$ cat config.mk
export PLATFORM = sky130hd
export DESIGN_NAME = obb_sine
export DESIGN_NICKNAME = d
export VERILOG_FILES = /design/src/hdl/obb_pkg.sv /design/src/hdl/obb_sat.sv
export SDC_FILE = /design/constraint.sdc
export NUM_CORES = 2
export LEC_CHECK = 0
export ABC_AREA = 1
export BUFFER_PORTS_ARGS = -buffer_cell sky130_fd_sc_hd__buf_2
export CORE_ASPECT_RATIO = 0.7
export CORE_UTILIZATION = 45
export CTS_CLUSTER_SIZE = 25
export DETAILED_ROUTE_END_ITERATION = 8
export SLEW_MARGIN = 30
export SYNTH_ARGS = -nofsm -noshare
export SYNTH_HDL_FRONTEND = slang
export SYNTH_SLANG_ARGS = --single-unit
$ cat constraint.sdc
create_clock -name clk_i -period 12.7 [get_ports clk_i]
set_clock_uncertainty 0.1 [all_clocks]
set_input_delay 1.27 -clock clk_i [delete_from_list [all_inputs] [get_ports clk_i]]
set_output_delay 1.27 -clock clk_i [all_outputs]
set_load 0.05 [all_outputs]
$ cat src/hdl/obb_pkg.sv
// Package for the oriented box collision checker: types, codes and polynomial constants.
// No dependencies.
package obb_pkg;

  localparam int unsigned DefMaxObstacles = 64;
  localparam int unsigned DefAngleBits    = 16;

  localparam logic [1:0] CmdClear  = 2'd0;
  localparam logic [1:0] CmdAdd    = 2'd1;
  localparam logic [1:0] CmdCheck  = 2'd2;
  localparam logic [1:0] CmdUnused = 2'd3;

  localparam logic [2:0] RegHalfLen = 3'd0;
  localparam logic [2:0] RegHalfWid = 3'd1;
  localparam logic [2:0] RegXMin    = 3'd2;
  localparam logic [2:0] RegXMax    = 3'd3;
  localparam logic [2:0] RegYMin    = 3'd4;
  localparam logic [2:0] RegYMax    = 3'd5;

  localparam logic [17:0] QwA = 18'd25736;
  localparam logic [17:0] QwB = 18'd10512;
  localparam logic [17:0] QwC = 18'd1160;
  localparam logic [16:0] OneQ15 = 17'd32768;

  typedef struct packed {
    logic signed [31:0] cx;
    logic signed [31:0] cy;
    logic [30:0]        hx;
    logic [30:0]        hy;
  } obstacle_t;

endpackage

$ cat src/hdl/obb_sat.sv
// Datapath: sine pipeline (four stages, one multiply each) and the separating axis test
// pipeline (one obstacle per cycle, three stages). Depends on obb_pkg.
module obb_sine import obb_pkg::*; (
  input  logic               clk_i,
  input  logic [15:0]        phase_i,
  output logic signed [17:0] sin_o
);
  // quarter-wave polynomial, x in Q14, result Q1.15 clamped, sign from the top phase bit
  logic [14:0] x_a;
  logic [29:0] xx_a;
  logic [14:0] xa_q, xb_q, xc_q;
  logic [15:0] za_q, zb_q;
  logic [17:0] tb_q, tc_q;
  logic [2:0]  neg_q;
  logic [33:0] p1, p2, p3;
  logic [17:0] u;
  logic [16:0] mag;

  assign x_a  = phase_i[14] ? 15'(15'd16384 - {1'b0, phase_i[13:0]}) : {1'b0, phase_i[13:0]};
  assign xx_a = 30'(x_a) * 30'(x_a);
  assign p1   = 34'(QwC) * 34'(za_q);
  assign p2   = 34'(tb_q) * 34'(zb_q);
  assign p3   = 34'(tc_q) * 34'(xc_q);
  assign u    = 18'(p3 >> 13);
  assign mag  = (u > 18'(OneQ15)) ? OneQ15 : u[16:0];

  always_ff @(posedge clk_i) begin
    xa_q  <= x_a;
    za_q  <= xx_a[29:14];
    xb_q  <= xa_q;
    zb_q  <= za_q;
    tb_q  <= QwB - 18'(p1 >> 14);
    xc_q  <= xb_q;
    tc_q  <= QwA - 18'(p2 >> 14);
    neg_q <= {neg_q[1:0], phase_i[15]};
    sin_o <= neg_q[2] ? -$signed({1'b0, mag}) : $signed({1'b0, mag});
  end
endmodule


==> metrics.txt <==
PortBufs 34; Compound-Gate Fraction of Synth Area 4.170%; Worst EP arrival 8.80 ns; Post-synth EDFFs 0; critical path's largest stage delay 0.52 ns; die width 302.0 um; average size of a mapped cell 7.737 um2; WP data required 12.98 ns; number of global-route vias before repair 21,896; # hold bufs at CTS 0; Rows 76; fill count 6,122; met3 Use GR 4.874%; Fin Hold WS 0.2188 ns; critical path's top delay family adder cells; Synth warnings 0; Detail Placement HPWL 57,840 um; met2 Use GR 32.23%; Slowest-stage cell, CP fa_1; post-synthesis mux area share 0%; asr flop ratio synth 0%; final core occ 48.12%; post-synthesis simple-gate area fraction 18.18%; core area 61,900 um2; Post-Syn Area 28,350 um2; Crit path buffers/inverters 9; Max Slew Vio Count 0; ant diodes 0; Total Neg Setup Slack 0 ns; first-pass GRT wire length 115,800 um; slew margin rel. 33.75%; gr busiest metal met1; crit end category register; Worst-path clk slew 0.07 ns; routing usage on met1 36.47%; fmax 117.4 MHz; Initial Util 45.80%; maximum fanout along the worst path 13; initial antenna violation count 2; critical path class in -> reg; Hold Crit Class reg -> reg; final setup violation count 0; worst skew pair latency 0.46 ns; Area Growth Syn to Fin 5.057%; GRT Util Overall 23.13%; largest net degree at the start of global routing 23; cell mode on critical path inv_1; Seq cells post-synth 130; Routed WL 68,940 um; initial DRC count 1,698; post-DR vias/cell 4.836; placer's final routability congestion estimate 0.9623; Period minus WS final 8.520 ns; H-tree depth 4; Post-Synth XOR/XNOR Area 2.793%; Final Hold Viols 0; status complete, no violations; ANT nets after route 0; DRC 0; clock buffer depth 2; Resized cells post-CTS 0; sequential element share of the synthesized area 9.178%; die area 64,030 um2; unrepaired setup endpoints after global routing no; nets 4,494; clock sink count 130; DR pass1 iterations 6; share of layout cells above drive strength 1 2.744%; Post-CTS Setup Inserts 0; grt ovf 0; MaxCap Viol Count 0; wire length per cell 15.45 um; IO Count 35; Setup crit start kind primary input; Yosys cell types 52; CTS tree yes; Period Utilization, post-route 67.08%; Worst Tran Pin Value 0.9924 ns; Vias 21,583; top_reg_cell synth dfxtp_1; TritonCTS Buffers 17; CTS Root Cell clkbuf_16; largest family of logic cells by synthesized area adder cells; synthesized instance count 3,665; Synth Area in Adders 50.97%; Die Ht 212.0 um
[cell usage after synthesis (26+ instances only)]
cell type,count,area share (%)
nor3_1,26,0.46
a21oi_1,105,1.9
clkbuf_1,90,1.2
inv_1,996,13
xor2_1,56,1.7
xnor2_1,27,0.83
fa_1,515,36
ha_1,331,15
dfxtp_1,130,9.2
nand2_1,946,13
nand3_1,79,1.4
o21ai_0,39,0.69
nor2_1,186,2.5
[routing by layer]
layer	wire, um	vias up
li1	-	10590
met1	35630	10296
met2	26630	648
met3	5834	49
met4	848	0
met5	0	-
[cells in the final DEF, fill, tap and decap left out, types with 7 or more instances in the layout]
| master | count |
|---|---|
| nand4_1 | 16 |
| or2_2 | 7 |
| clkbuf_16 | 17 |
| o21bai_1 | 15 |
| nand3b_1 | 11 |
| a21o_1 | 8 |
| conb_1 | 10 |
| buf_2 | 34 |
| dfxtp_1 | 130 |
| fa_1 | 515 |
| xnor2_1 | 27 |
| nor3_1 | 26 |
| nand2_1 | 946 |
| nand3_1 | 79 |
| ha_1 | 331 |
| nor2_1 | 186 |
| xor2_1 | 56 |
| inv_1 | 996 |
| a21oi_1 | 105 |
| o21ai_0 | 39 |
[kinds of logic (layout without fill, tap and decap cells)]
family	count (synthesis)	in the layout
XOR/XNOR	87	87
buffers and inverters	1103	1074
other	2	10
adder cells (fa/ha/maj)	846	846
AO/OA/AOI/OAI	205	205
flip-flops	130	130
AND/OR/NAND/NOR	1292	1292
[flip-flops by register name (all words and copies together) (netlist names)]
signal	flops
neg_q	3
tb_q	14
sin_o	18
xb_q	15
xa_q	15
tc_q	18
za_q	16
zb_q	16
xc_q	15
[metrics by stage]
step,cells,setup WS [ns],area [um2]
detailed placement,4431,3.720,29220
floorplan,3673,4.556,28380
finish,4463,4.180,29790
global placement,4431,3.899,29220
CTS,4463,4.212,29790
global route,4463,3.509,29790
[layout make-up]
cell class	count	area [um2]	area share, %
multi-input cells	2440	21620	72.57
inverters	1003	3765	12.64
clock buffers	21	440.4	1.478
well taps	819	1025	3.440
clock inverters	11	131.4	0.4410
repair buffers	39	207.7	0.6972
flip-flops and latches	130	2603	8.737
[path summary, 6_finish.rpt]
path	start	end	slack (ns)	cells past startpoint
max	phase_i[0]	za_q[14]$_DFF_P_	4.18	35
max reg2reg	xc_q[6]$_DFF_P_	sin_o[8]$_DFF_P_	4.60	30
min reg2reg	xb_q[5]$_DFF_P_	xc_q[5]$_DFF_P_	0.22	0
min	xb_q[5]$_DFF_P_	xc_q[5]$_DFF_P_	0.22	0
Power is not shown: default switching activity piles up to over one toggle a cycle in this logic, so the estimate is an artifact.
